<file path="config.mk">
export PLATFORM = sky130hd
export DESIGN_NAME = lrs_merge_flat
export DESIGN_NICKNAME = d
export VERILOG_FILES = /design/src/rtl/core/lrs_pkg.sv /design/src/rtl/core/lrs_stream_if.sv /design/src/rtl/core/lrs_merge.sv /design/src/flat_wrapper.sv
export SDC_FILE = /design/constraint.sdc
export NUM_CORES = 1
export LEC_CHECK = 0
export ABC_AREA = 1
export BUFFER_PORTS_ARGS = -buffer_cell sky130_fd_sc_hd__buf_2
export CAP_MARGIN = 20
export CORE_MARGIN = 3
export CORE_UTILIZATION = 39
export DETAILED_ROUTE_END_ITERATION = 7
export HOLD_SLACK_MARGIN = 0.02
export PLACE_DENSITY_LB_ADDON = 0.2
export SYNTH_ARGS = -nofsm -noshare
export SYNTH_HDL_FRONTEND = slang
export SYNTH_SLANG_ARGS = --single-unit
</file>
<file path="constraint.sdc">
create_clock -name clk -period 1.2 [get_ports clk]
set_clock_uncertainty 0.1 [all_clocks]
set_input_delay 0.18 -clock clk [delete_from_list [all_inputs] [get_ports clk]]
set_output_delay 0.18 -clock clk [all_outputs]
set_load 0.02 [all_outputs]
</file>
<file path="src/rtl/core/lrs_pkg.sv">
`timescale 1ns / 1ps
// Shared constants, word types and codes of the linear resampler.
package lrs_pkg;

    localparam int unsigned OUTPUT_RATE = 44100;
    localparam int unsigned RATE_MIN    = 8000;
    localparam int unsigned RATE_MAX    = 192000;
    localparam int unsigned RATE_RESET  = 44100;

    localparam int SAMPLE_W     = 16;
    localparam int RATE_W       = 18;
    localparam int PHASE_W      = 18;
    localparam int PHASE_SUM_W  = PHASE_W + 1;
    localparam int FRAC_W       = 16;
    localparam int POS_W        = 19;
    localparam int POS_SUM_W    = POS_W + 1;
    localparam int LANE_LATENCY = 4;

    localparam int CFG_INDEX_W = 1;
    localparam int CFG_DATA_W  = 18;

    // Reciprocal of the output rate, exact for numerators below 2**31.
    localparam int RECIP_SHIFT = 47;
    localparam int RECIP_W     = 32;
    localparam logic [RECIP_W-1:0] RECIP = RECIP_W'(
        ((64'd1 << RECIP_SHIFT) + 64'(OUTPUT_RATE) - 64'd1) / 64'(OUTPUT_RATE));

    typedef logic signed [SAMPLE_W-1:0] sample_t;

    typedef enum logic [CFG_INDEX_W-1:0] {
        REG_INPUT_RATE   = 1'b0,
        REG_STEREO_INPUT = 1'b1
    } cfg_reg_t;

    typedef enum logic {
        TK_SAMPLE = 1'b0,
        TK_TERM   = 1'b1
    } token_kind_t;

    typedef struct packed {
        sample_t left_in;
        sample_t right_in;
        logic    end_of_track;
    } frame_word_t;

    typedef struct packed {
        sample_t left_out;
        sample_t right_out;
        logic    sample_valid;
        logic    last;
    } result_word_t;

    typedef struct packed {
        cfg_reg_t                index;
        logic [CFG_DATA_W-1:0]   data;
    } cfg_word_t;

    typedef struct packed {
        logic        valid;
        token_kind_t kind;
        logic        end_item;
    } tag_t;

    typedef struct packed {
        sample_t           a;
        sample_t           b;
        logic [FRAC_W-1:0] frac;
    } lane_op_t;

endpackage

</file>
<file path="src/rtl/core/lrs_stream_if.sv">
`timescale 1ns / 1ps
// Valid/ready channel that carries one word of a given payload type.
interface lrs_stream_if #(
    parameter type payload_t = logic
);
    logic     valid;
    logic     ready;
    payload_t payload;

    modport source (output valid, output payload, input ready);
    modport sink (input valid, input payload, output ready);
endinterface

</file>
<file path="src/rtl/core/lrs_merge.sv">
`timescale 1ns / 1ps
// Merging stage: joins the lane results into stereo words and marks the end of a track.
module lrs_merge import lrs_pkg::*; (
    input  logic          clk,
    input  logic          rst_n,
    input  tag_t          tag_in,
    input  sample_t       left_res,
    input  sample_t       right_res,
    output logic          adv,
    lrs_stream_if.source  results
);
    tag_t          tag_pipe_reg [LANE_LATENCY];
    tag_t          tag_head;
    logic          out_valid_reg, out_valid_next;
    result_word_t  out_word_reg, out_word_next;
    logic          hold_valid_reg, hold_valid_next;
    sample_t       hold_l_reg, hold_l_next;
    sample_t       hold_r_reg, hold_r_next;
    logic          push;
    result_word_t  push_word;

    assign adv      = !out_valid_reg || results.ready;
    assign tag_head = tag_pipe_reg[LANE_LATENCY-1];

    always_comb
    begin
        push            = 1'b0;
        push_word       = '0;
        hold_valid_next = hold_valid_reg;
        hold_l_next     = hold_l_reg;
        hold_r_next     = hold_r_reg;
        if (adv && tag_head.valid)
        begin
            unique case (tag_head.kind)
                TK_SAMPLE:
                begin
                    if (!tag_head.end_item)
                    begin
                        push      = 1'b1;
                        push_word = '{left_out: left_res, right_out: right_res,
                                      sample_valid: 1'b1, last: 1'b0};
                    end
                    else
                    begin
                        // The end frame keeps its newest word back until it is known to be final.
                        if (hold_valid_reg)
                        begin
                            push      = 1'b1;
                            push_word = '{left_out: hold_l_reg, right_out: hold_r_reg,
                                          sample_valid: 1'b1, last: 1'b0};
                        end
                        hold_valid_next = 1'b1;
                        hold_l_next     = left_res;
                        hold_r_next     = right_res;
                    end
                end
                TK_TERM:
                begin
                    push = 1'b1;
                    if (hold_valid_reg)
                        push_word = '{left_out: hold_l_reg, right_out: hold_r_reg,
                                      sample_valid: 1'b1, last: 1'b1};
                    else
                        push_word = '{left_out: '0, right_out: '0,
                                      sample_valid: 1'b0, last: 1'b1};
                    hold_valid_next = 1'b0;
                end
            endcase
        end
        out_valid_next = adv ? push : out_valid_reg;
        out_word_next  = push ? push_word : out_word_reg;
    end

    always_ff @(posedge clk or negedge rst_n)
    begin
        if (!rst_n)
        begin
            for (int i = 0; i < LANE_LATENCY; i++)
                tag_pipe_reg[i] <= '0;
            out_valid_reg  <= 1'b0;
            out_word_reg   <= '0;
            hold_valid_reg <= 1'b0;
            hold_l_reg     <= '0;
            hold_r_reg     <= '0;
        end
        else
        begin
            if (adv)
            begin
                tag_pipe_reg[0] <= tag_in;
                for (int i = 1; i < LANE_LATENCY; i++)
                    tag_pipe_reg[i] <= tag_pipe_reg[i-1];
            end
            out_valid_reg  <= out_valid_next;
            out_word_reg   <= out_word_next;
            hold_valid_reg <= hold_valid_next;
            hold_l_reg     <= hold_l_next;
            hold_r_reg     <= hold_r_next;
        end
    end

    assign results.valid   = out_valid_reg;
    assign results.payload = out_word_reg;
endmodule
</file>
<file path="src/flat_wrapper.sv">
// flat-port wrapper written by rule: the top's interface ports become plain ports
module lrs_merge_flat import lrs_pkg::*;
  (clk, rst_n, tag_in, left_res, right_res, adv, results_valid, results_payload, results_ready);
  lrs_stream_if results_i ();
  input  logic clk;
  input  logic rst_n;
  input  tag_t tag_in;
  input  sample_t left_res;
  input  sample_t right_res;
  output logic adv;
  output wire logic [$bits(results_i.valid)-1:0] results_valid;
  output wire logic [$bits(results_i.payload)-1:0] results_payload;
  input wire logic [$bits(results_i.ready)-1:0] results_ready;
  assign results_valid = results_i.valid;
  assign results_payload = results_i.payload;
  assign results_i.ready = results_ready;
  lrs_merge u_core (.clk(clk), .rst_n(rst_n), .tag_in(tag_in), .left_res(left_res), .right_res(right_res), .adv(adv), .results(results_i));
endmodule
</file>
# After elaboration in Yosys (flattened, before gate mapping)
# Cells that the tools add are included.
# totals
register_bits	15
output_inout_bits	3
elab_cells	30
# op_classes
n_eq_ne	1
mux	9
bitwise	1
n_reduce_logical	4
# ops
op	count
$mux W1	6
$pmux W1 S2	3
$ne A2 B1 Y1 const B	1
$reduce_and A2 Y1	1
$logic_and A1 B1 Y1	1
$logic_not A1 Y1	1
$logic_or A1 B1 Y1	1
$not A1 Y1	1

# Longest topological paths before layout
# Gate-level depths: netlist (run 1).
# logic_depth
depth_word	4
ltp_mapped	5
ltp_nobuf	5

# Worst setup path after synthesis (run 1)
# OpenSTA, ideal clock, no wires.
# synth_path
kind	register to register
start	register u_core.out_valid_reg, in the netlist u_core.results.valid
end	register u_core.hold_valid_reg
setup_time_ps	117
arrival_time_ps	914
t_required_ps	983
path_slack_ps	69
path_stages_with_launch	5
path_buffers	1
period_less_slack_ps	1131
cell_sequence	dfrtp_1 nand2_4 buf_6 nand4_1 nand2_1
# synth_via
elab_chain_cells	4
# synth_rtl
element	line_no	text
start: declaration	lrs_merge.sv:14	logic out_valid_reg, out_valid_next;
start signal: assignment	lrs_merge.sv:94	out_valid_reg <= out_valid_next;
$logic_not A1 Y1	lrs_merge.sv:22	assign adv = !out_valid_reg || results.ready;
$logic_or A1 B1 Y1	lrs_merge.sv:22	
net adv	flat_wrapper.sv:10	output logic adv;
$logic_and A1 B1 Y1	lrs_merge.sv:32	if (adv && tag_head.valid)
$reduce_and A2 Y1 (no source line)	-	
end signal: assignment	lrs_merge.sv:96	hold_valid_reg <= hold_valid_next;
end: declaration	lrs_merge.sv:16	logic hold_valid_reg, hold_valid_next;
# The timed path passes the listed nets, and every way through them passes these cells.
# A chain may end at the register's enable or synchronous reset.

# Worst setup path in the final report (run 1)
# layout_path
start	register u_core.out_valid_reg, in the netlist u_core.results.valid
end	output results_valid
# layout_rtl
element	line_no	text
end: declaration	flat_wrapper.sv:11	output wire logic [$bits(results_i.valid)-1:0] results_valid;
# No word-level cell between the ends.

==> results of run 1 <==
## area by class of cell
type                       instances  share of cell area [%]
timing repair buffer              19                    19.4
clock buffer                       4                    3.16
multi-input combinational         40                    26.3
tap                               16                    2.41
inverter                           8                    3.61
sequential                        15                    45.1
## routing by layer
metal	up-vias	part of all wire (%)	global-route usage (%)	wire length, µm
met2	7	48	23.4	560
met3	2	4.0	3.91	46
li1	247	-	-	-
met1	211	47	16.6	539
met5	-	0	0	0
met4	0	1.0	6.82	12
## power by group through the flow
stage          Sequential (mW)  Clock [mW]  Combinational [mW]
2_1_floorplan            0.903           0               0.507
3_3_place_gp             0.872           0               0.693
3_5_place_dp             0.883           0               0.718
4_1_cts                  0.876       0.297               0.833
5_1_grt                  0.911       0.318               0.966
6_report                 0.878       0.286               0.857
## Yosys cell counts
| master | count |
|---|---|
| nand2_1 | 19 |
| o21ai_0 | 1 |
| nand3_1 | 6 |
| inv_1 | 8 |
| buf_6 | 2 |
| o21ai_2 | 6 |
| a21oi_2 | 3 |
| nand4_1 | 1 |
| nor2_1 | 3 |
| dfrtp_1 | 15 |
| nand2_4 | 1 |
## kinds of logic after synthesis
family / after synthesis / synth area share [%]
and+or+nand+nor: 30 / 20.3
DFF: 15 / 58.5
AOI/OAI and AO/OA: 10 / 13.1
buffers and inverters: 10 / 8.19
## per-stage QoR
step / cell area, µm² / util, %
after detailed placement: 709 / 46.6
after floorplan: 642 / -
final: 832 / 54.6
after global placement: 709 / 46.6
after global routing: 832 / 54.6
after CTS: 815 / 53.4
## how the worst max path moves through the flow
| stage | start | end | slack [ns] | cells after the start |
|---|---|---|---|---|
| after floorplan | u_core.results.valid | u_core.hold_valid_reg | 0.07 | 4 |
| after global placement | u_core.results.valid | u_core.tag_pipe_reg[5] | 0.09 | 4 |
| after detailed placement | u_core.results.valid | u_core.tag_pipe_reg[5] | 0.08 | 4 |
| after CTS | u_core.results.valid | results_valid | -0.05 | 2 |
| after global routing | u_core.results.valid | results_valid | -0.08 | 2 |
| final | u_core.results.valid | results_valid | -0.04 | 2 |
## timing repair
item                                    in CTS  in global routing
endpoints found under the setup margin       2                 12
setup buffers                                3                  0
hold buffers                                 4                  0
endpoints found under the hold margin       18                  0
gates resized for setup                      5                  5
pin swaps                                    1                  0
## critical path: cells and delay by family, from the launching register on
family                 cells  cell delay (ns)
buffers and inverters      2             0.26
flip-flops                 1             0.43
==> results by group, run 1 <==
Outcome
  – Status: finished, violations left
  – Failing checks: negative setup slack

Placement
  – Routability cong.: 0.669
  – Post-DP HPWL: 757 µm
  – Cells after DPL: 91
  – Number of port buffers: 8
  – Pre-CTS setup slack: 0.0824 ns

Power and ir drop
  – Power Internal: 1.26 mW
  – VDD IR-drop max: 1.12 mV
  – Sequential power share: 43.5%
  – Leak pwr: 0.431 nW
  – Clk pwr share: 14.1%
  – Final Power: 2.02 mW
  – Power Dens Cells: 2430 mW/mm²
  – Switch share: 37.5%
  – P_sw: 758 µW
  – Logic gate share of total power: 42.4%

Critical path
  – Critical Path RT: 0.92 ns
  – CP peak stage delay: 0.43 ns
  – Critical path class: reg2out
  – R2r endpoint: u_core.tag_pipe_reg[6]
  – Critical Path Most Common Cell: buf_6
  – Worst reg2reg path depth: 5
  – CP Launch Type: flip-flop
  – Crit path max fanout: 2
  – WP data arrival: 0.96 ns
  – Start of the worst register-to-register path: u_core.results.valid
  – Cell Chain, Critical Path: buf_6, buf_6
  – CP Capture Type: primary output
  – Flop2flop setup slack: 0.05 ns
  – Slowest CP cell: dfrtp_1

Timing
  – Final worst path period share: 104%
  – RSZ-0062 raised after global routing: yes
  – Hold WS: 0.217 ns
  – Slew at the pin closest to its max-slew limit: 0.337 ns
  – F_max: 803 MHz
  – Endpoints failing hold: 0
  – Total negative slack: -0.0511 ns
  – Max-slew violations: 0
  – Final setup vio count: 2
  – Rel. slew slack: 77.5%
  – Crit path time final: 1.24 ns
  – Setup ws final: -0.0447 ns

Global routing
  – Total GRT Usage: 14.1%
  – Largest net degree at the start of global routing: 16
  – First-pass GRT wire length: 2080 µm
  – Vias in the first global route: 472
  – Total gr overflow: 0
  – Initial antenna violation count: 0

Layout
  – Non-filler instance count after layout: 102
  – Commonest non-fill, non-tap cell in the layout: nand2_1
  – Multi-input logic area: 219 µm²
  – Layout cells sized above 1: 34.9%
  – Seq. cell area: 375 µm²
  – Fill cells: 138
  – Max reg flops: 9
  – Area delta synth->final: 29.6%
  – Ant diodes: 0
  – Commonest non-fill, non-tap cells in the layout: 18 x nand2_1, 15 x dfrtp_1, 8 x inv_1
  – Final net count: 125

Job
  – Max Cap Viol: 0

Min path
  – Hold EP: u_core.tag_pipe_reg[9]
  – Min-delay worst type: in2reg
  – Min-delay src: results_ready
  – Cells on Worst Hold Path: 5

Yosys
  – Yosys reg bits: 15
  – Yosys cell types: 11
  – Sequential area share after synthesis: 58.5%
  – Cells after Synth: 65
  – YS warnings: 0
  – Post-Syn Area: 642 µm²
  – Synth top area share: 58.5%
  – Area leader, netlist: dfrtp_1
  – Syn Nets: 103
  – Avg Cell Area, Syn: 9.87 µm²
  – Top area cells in the synthesized netlist: dfrtp_1 58%, nand2_1 11%, o21ai_2 8.2%

Drt
  – Initial DRC count: 1
  – Vias: 467
  – Vias per Instance: 4.58
  – DR pass1 iterations: 2
  – Drt wl/cell: 11.4 µm
  – WL final: 1160 µm
  – Residual DRC count: 0
  – Detail Route Antenna Nets: 0

Clock network
  – Clock Latency Late Sink: 0.27 ns
  – Worst-path clk slew: 0.09 ns
  – TritonCTS clock tree: built
  – Clk sink count: 15
  – Max Root-Sink Buffers: 2
  – Root Buffer: clkbuf_4
  – Total number of H-tree levels: 1
  – CTS buffer count: 3

Die
  – Die Wd: 46.6 µm
  – Initial Utilization: 42.1%
  – Die height: 46.6 µm
  – Core Area: 0.00152 mm²
  – Row count: 14
  – Die area: 0.00217 mm²
  – I/O pins: 41
(Power assumes the default switching activity.)
==> run 2, diff against run 1 <==
==> constraint.sdc (replaced) <==
create_clock -name clk -period 1.41 [get_ports clk]
set_clock_uncertainty 0.1 [all_clocks]
set_input_delay 0.2115 -clock clk [delete_from_list [all_inputs] [get_ports clk]]
set_output_delay 0.2115 -clock clk [all_outputs]
set_load 0.02 [all_outputs]
==> run 2 against run 1 <==
Effect of this change: the run now ends clean; via count is 5.6% lower; final cell count decreased by 5.9%; combinational power fell by 32%; sequential power down 15%; global-route usage is 0.69 points lower; hold slack got worse by 0.19 ns; die area unchanged; first-iteration DRC count increased to 11 times the previous value; critical path type unchanged; critical endpoint is now adv.
==> results by group, run 2 (synthesis results as in run 1) <==
Critical path
  – Cell Chain, Critical Path: nand2_4, buf_2 (was buf_6, buf_6)
  – Slowest CP cell: dfrtp_1 (unchanged)
  – Start of the worst register-to-register path: u_core.results.valid (unchanged)
  – CP Launch Point: u_core.results.valid (unchanged)
  – Critical Path RT: 1.10 ns (was 0.92 ns)
  – Delay-heaviest family, CP: flip-flops (unchanged)
  – WP data arrival: 0.98 ns (was 0.96 ns)
  – CP Launch Type: flip-flop (unchanged)
  – Crit path max fanout: 5 (was 2)
  – CP Capture Type: primary output (unchanged)
  – CP peak stage delay: 0.46 ns (was 0.43 ns)
  – Worst Path Buf+Inv: 1 (was 2)
  – Critical path class: reg2out (unchanged)

Placement
  – Post-DP HPWL: 724 µm (was 757 µm)
  – Number of port buffers: 8 (unchanged)
  – Routability cong.: 0.672 (was 0.669)
  – Cells after DPL: 89 (was 91)
  – Placed cell areas: 694 µm² (was 709 µm²)

Drt
  – Residual DRC count: 0 (unchanged)
  – Vias per Instance: 4.59 (was 4.58)
  – Drt wl/cell: 10.7 µm (was 11.4 µm)
  – Detail Route Antenna Nets: 0 (unchanged)
  – Vias: 441 (was 467)
  – DR pass1 iterations: 3 (was 2)
  – Initial DRC count: 11 (was 1)
  – WL final: 1030 µm (was 1160 µm)

Die
  – Row count: 14 (unchanged)
  – I/O pins: 41 (unchanged)
  – Initial Utilization: 42.1% (unchanged)
  – Die Wd: 46.6 µm (unchanged)
  – Core Area: 0.00152 mm² (unchanged)
  – Die height: 46.6 µm (unchanged)
  – Die area: 0.00217 mm² (unchanged)

Clock network
  – CTS buffer count: 3 (unchanged)
  – Clock Latency Late Sink: 0.27 ns (about the same)
  – TritonCTS clock tree: built (unchanged)
  – Max Root-Sink Buffers: 2 (unchanged)
  – Clk sink count: 15 (unchanged)
  – Root Buffer: clkbuf_4 (unchanged)
  – Total number of H-tree levels: 1 (unchanged)
  – Worst-path clk slew: 0.08 ns (was 0.09 ns)

Global routing
  – Vias in the first global route: 471 (was 472)
  – Initial antenna violation count: 0 (unchanged)
  – GR Layer Usage met2: 18.7% (was 23.4%)
  – Grt peak-use layer: met2 (unchanged)
  – Met1 GRT Util: 18.1% (was 16.6%)
  – Total gr overflow: 0 (unchanged)
  – First-pass GRT wire length: 1980 µm (was 2080 µm)
  – Total GRT Usage: 13.4% (was 14.1%)
  – Grt met3 use: 3.52% (was 3.91%)
  – Largest net degree at the start of global routing: 16 (unchanged)

Layout
  – Final net count: 119 (was 125)
  – Commonest non-fill, non-tap cells in the layout: 19 x nand2_1, 15 x dfrtp_1, 8 x inv_1, 8 x buf_2 (was 18 x nand2_1, 15 x dfrtp_1, 8 x inv_1)
  – Max reg flops: 9 (unchanged)
  – Design area: 746 µm² (was 832 µm²)
  – Non-filler instance count after layout: 96 (was 102)
  – Ant diodes: 0 (unchanged)
  – Area delta synth->final: 16.2% (was 29.6%)
  – Layout cells sized above 1: 31.3% (was 34.9%)
  – Commonest non-fill, non-tap cell in the layout: nand2_1 (unchanged)

Timing
  – Slew at the pin closest to its max-slew limit: 0.336 ns (was 0.337 ns)
  – Total negative slack: 0 ns (was -0.0511 ns)
  – Final setup vio count: 0 (was 2)
  – Endpoints failing hold: 0 (unchanged)
  – Rel. slew slack: 77.6% (was 77.5%)
  – Final worst path period share: 91.4%
  – F_max: 776 MHz
  – Max-slew violations: 0 (unchanged)
  – Crit path time final: 1.29 ns
  – RSZ-0062 raised after global routing: no (was yes)

Outcome
  – Status: complete, no violations (was finished, violations left)

Job
  – Max Cap Viol: 0 (unchanged)

Min path
  – Min-delay worst type: in2reg (unchanged)
  – Min-delay src: tag_in[1] (was results_ready)

Power and ir drop
  – VDD IR-drop max: 0.858 mV (was 1.12 mV)
  – Power Dens Cells: 2110 mW/mm² (was 2430 mW/mm²)
  – Leak pwr: 0.392 nW (was 0.431 nW)
-- run 2: path summary, 6_finish.rpt --
kind | endpoint | slack (ns) | depth (start not counted)
worst min-delay path | u_core.tag_pipe_reg[10] | 0.03 | 3
worst min register to register | u_core.results.payload | 0.37 | 2
worst max register to register | u_core.tag_pipe_reg[4] | 0.16 | 5
max in group asynchronous | u_core.tag_pipe_reg[10] | 0.70 | 2
min in group asynchronous | u_core.results.payload | 0.26 | 2
worst max-delay path | adv | 0.12 | 2
-- run 2: area by class of cell --
type / count / area, µm²
fillers: 153 / 778
flip-flops and latches: 15 / 375
multi-input cells: 40 / 214
repair buffers: 13 / 80.1
inverters: 8 / 30.0
clock buffers: 4 / 26.3
well taps: 16 / 20.0
-- run 2: timing repair --
action | 4_1_cts | 5_1_grt
setup endpoints to repair | 1 | 0
resized for setup | 0 | 0
setup buffers | 2 | 0
hold buffers | 1 | 0
hold endpoints to repair | 15 | 0
-- run 2: worst reg2reg max path: stages (launching register included) --
cell,delay [ns]
dfrtp_1,0.47
nand2_4,0.07
buf_4,0.19
buf_4,0.17
nor2_1,0.12
a21oi_2,0.04
-- run 2: report_power, final --
group | switching, mW | internal (mW)
Sequential | 0.126 | 0.623
Combinational | 0.346 | 0.238
Clock | 0.129 | 0.110
-- run 2: through the flow --
step	utilization, %	setup slack [ns]	hold WS, ns	power (mW)
6_report	48.9	0.122	0.0312	1.57
5_1_grt	48.9	0.0666	0.0392	1.73
2_1_floorplan	-	0.279	-0.184	1.20
3_5_place_dp	45.6	0.210	0.0353	1.33
3_3_place_gp	45.6	0.206	0.0347	1.30
4_1_cts	48.9	0.105	0.0216	1.60
-- run 2: layer usage --
layer  share of wire, %  routed length, µm
met1                 51                526
met2                 44                447
met3                4.0                 41
met4                1.2                 12
met5                  0                  0
==> run 3, diff against run 2 <==
--- a/config.mk
+++ b/config.mk
@@ -5,7 +5,7 @@
 export SDC_FILE = /design/constraint.sdc
 export NUM_CORES = 1
 export LEC_CHECK = 0
-export ABC_AREA = 1
+export ABC_AREA = 0
 export BUFFER_PORTS_ARGS = -buffer_cell sky130_fd_sc_hd__buf_2
 export CAP_MARGIN = 20
 export CORE_MARGIN = 3
==> run 3 against run 2 <==
Effect of this change: utilization grew 1.2 points; clock-buffer cell count fell by 1; first-iteration DRC count fell by 91%; cell area is 7.0% lower; register-to-register slack improved by 0.02 ns; wire length fell by 20%; die area is 5.1% lower; critical path type unchanged; critical endpoint unchanged; largest power group unchanged.
==> results by group, run 3 <==
Global routing
  – Total gr overflow: 0 (unchanged)
  – Vias in the first global route: 314 (was 471)
  – First-pass GRT wire length: 1380 µm (was 1980 µm)
  – Initial antenna violation count: 0 (unchanged)
  – Largest net degree at the start of global routing: 16 (unchanged)
  – Total GRT Usage: 9.64% (was 13.4%)

Placement
  – Pre-CTS setup slack: 0.191 ns (was 0.210 ns)
  – Cells after DPL: 58 (was 89)
  – Number of port buffers: 8 (unchanged)
  – Post-DP HPWL: 579 µm (was 724 µm)
  – Routability cong.: 0.674 (was 0.672)
  – Placed cell areas: 641 µm² (was 694 µm²)

Clock network
  – Clk sink count: 15 (unchanged)
  – TritonCTS clock tree: built (unchanged)
  – Max Root-Sink Buffers: 2 (unchanged)
  – Clock Latency Late Sink: 0.27 ns (about the same)
  – CTS buffer count: 3 (unchanged)
  – Total number of H-tree levels: 1 (unchanged)
  – Worst-path clk slew: 0.08 ns (about the same)
  – Root Buffer: clkbuf_4 (unchanged)

Yosys
  – Cells after Synth: 37 (was 65)
  – Post-Syn Area: 604 µm² (was 642 µm²)
  – Count leader, synth: dfrtp_1 (was nand2_1)
  – Area leader, netlist: dfrtp_1 (unchanged)
  – Top area cells in the synthesized netlist: dfrtp_1 62%, mux2_2 15%, mux2_4 9.9% (was dfrtp_1 58%, nand2_1 11%, o21ai_2 8.2%)
  – YS warnings: 0 (unchanged)
  – Synth top area share: 62.1% (was 58.5%)
  – Commonest cells in the netlist: 15 x dfrtp_1, 8 x mux2_2, 4 x mux2_4 (was 19 x nand2_1, 15 x dfrtp_1, 8 x inv_1)
  – Dominant synthesized flop cell: dfrtp_1 (unchanged)
  – Ys async rst share: 100% (unchanged)
  – Yosys cell types: 11 (unchanged)
  – Sequential area share after synthesis: 62.1% (was 58.5%)
  – Avg Cell Area, Syn: 16.3 µm² (was 9.87 µm²)
  – Yosys reg bits: 15 (unchanged)
  – Post-synth EDFFs: 0 (unchanged)
  – Syn Nets: 75 (was 103)

Timing
  – Setup ws final: 0.176 ns (was 0.122 ns)
  – F_max: 811 MHz (was 776 MHz)
  – Slew at the pin closest to its max-slew limit: 0.320 ns (was 0.336 ns)
  – RSZ-0062 raised after global routing: no (unchanged)
  – Final worst path period share: 87.5% (was 91.4%)
  – Hold WS: 0.0658 ns (was 0.0312 ns)
  – Rel. slew slack: 78.7% (was 77.6%)
  – Endpoints failing hold: 0 (unchanged)
  – Crit path time final: 1.23 ns (was 1.29 ns)
  – Total negative slack: 0 ns (unchanged)
  – Final setup vio count: 0 (unchanged)
  – Max-slew violations: 0 (unchanged)

Layout
  – Commonest non-fill, non-tap cell in the layout: dfrtp_1 (was nand2_1)
  – Max reg flops: 9 (unchanged)
  – Area delta synth->final: 14.7% (was 16.2%)
  – Design area: 693 µm² (was 746 µm²)
  – Commonest non-fill, non-tap cells in the layout: 15 x dfrtp_1, 8 x mux2_2, 8 x buf_2 (was 19 x nand2_1, 15 x dfrtp_1, 8 x inv_1, 8 x buf_2)
  – Final net count: 89 (was 119)
  – Ant diodes: 0 (unchanged)
  – Final Util: 50.1% (was 48.9%)
  – Layout cells sized above 1: 54.0% (was 31.3%)
  – Non-filler instance count after layout: 65 (was 96)

Critical path
  – Start of the worst register-to-register path: u_core.results.valid (unchanged)
  – CP Launch Type: flip-flop (unchanged)
  – CP Capture Type: primary output (unchanged)
  – CP Launch Point: u_core.results.valid (unchanged)
  – Crit path max fanout: 3 (was 5)
  – WP data arrival: 0.92 ns (was 0.98 ns)
  – Critical path class: reg2out (unchanged)
  – Critical Path RT: 1.10 ns (about the same)
  – Flop2flop setup slack: 0.18 ns (was 0.16 ns)

Job
  – Max Cap Viol: 0 (unchanged)

Outcome
  – Status: complete, no violations (unchanged)

Drt
  – Residual DRC count: 0 (unchanged)
  – DR pass1 iterations: 4 (was 3)
  – Initial DRC count: 1 (was 11)
  – WL final: 819 µm (was 1030 µm)
  – Vias per Instance: 5.26 (was 4.59)
  – Detail Route Antenna Nets: 0 (unchanged)
  – Vias: 342 (was 441)
  – Drt wl/cell: 12.6 µm (was 10.7 µm)

Die
  – Die Wd: 45.4 µm (was 46.6 µm)
  – Die area: 0.00206 mm² (was 0.00217 mm²)
  – Initial Utilization: 43.7% (was 42.1%)
  – I/O pins: 41 (unchanged)
  – Row count: 13 (was 14)
  – Die height: 45.4 µm (was 46.6 µm)
  – Core Area: 0.00138 mm² (was 0.00152 mm²)

Power and ir drop
  – Power Dens Cells: 2130 mW/mm² (was 2110 mW/mm²)
  – Final Power: 1.48 mW (was 1.57 mW)
  – Leak pwr: 0.327 nW (was 0.392 nW)
  – VDD IR-drop max: 0.919 mV (was 0.858 mV)

Min path
  – Min-delay worst type: in2reg (unchanged)
  – Min-delay src: tag_in[2] (was tag_in[1])
run 3: changes by cell type after synthesis, sizes merged:
cell	previous run	this run
a21oi	3	0
a31oi	0	2
a32o	0	1
inv	8	0
mux2	0	12
nand2	20	1
nand2b	0	2
nand3	6	1
nand4	1	0
nor2	3	0
o21ai	7	1
run 3: area by class of cell:
cell class                 instances  area [µm²]
fill                             120         689
clock buffer                       3        22.5
sequential                        15         375
multi-input combinational         20         206
tap                               15        18.8
clock inverter                     1        5.00
timing repair buffer              11        65.1
run 3: metal layers:
layer	vias to the layer above	track usage [%]	wire [µm]
li1	158	-	-
met1	173	11.7	385
met2	11	14.7	369
met3	0	5.98	65
met4	0	1.75	0
met5	-	0	0
run 3: cells by family (layout without fill, tap and decap cells):
logic type	Yosys count	in the layout	share of synthesized area, %
flops	15	15	62.1
mux	12	12	24.8
compound gates	4	4	4.55
simple gates	4	4	4.76
buf+inv	2	15	3.73
run 3: report_power, final:
group / leakage [nW] / switching, mW / total, mW / internal [mW]
clock network: 0.0177 / 0.126 / 0.232 / 0.105
registers: 0.175 / 0.128 / 0.752 / 0.624
logic: 0.134 / 0.195 / 0.492 / 0.297
run 3: path summary, 6_finish.rpt:
check,to,cells after the start
hold / removal,u_core.tag_pipe_reg[11],2
max in group asynchronous,u_core.tag_pipe_reg[9],2
hold reg to reg,u_core.results.payload,1
setup reg to reg,u_core.tag_pipe_reg[11],3
min in group asynchronous,u_core.results.valid,2
setup / recovery,adv,2
run 3: worst max-delay path: stages (launching register included):
cell,delay [ns]
dfrtp_1,0.41
nand2b_4,0.08
buf_2,0.16
run 3: what timing repair did:
| action | CTS | global route |
|---|---|---|
| buffers inserted | 2 | 0 |
| gates resized for setup | 0 | 0 |
| setup endpoints to repair | 1 | 0 |
| hold endpoints to repair | 15 | 0 |
| hold buffers | 1 | 0 |
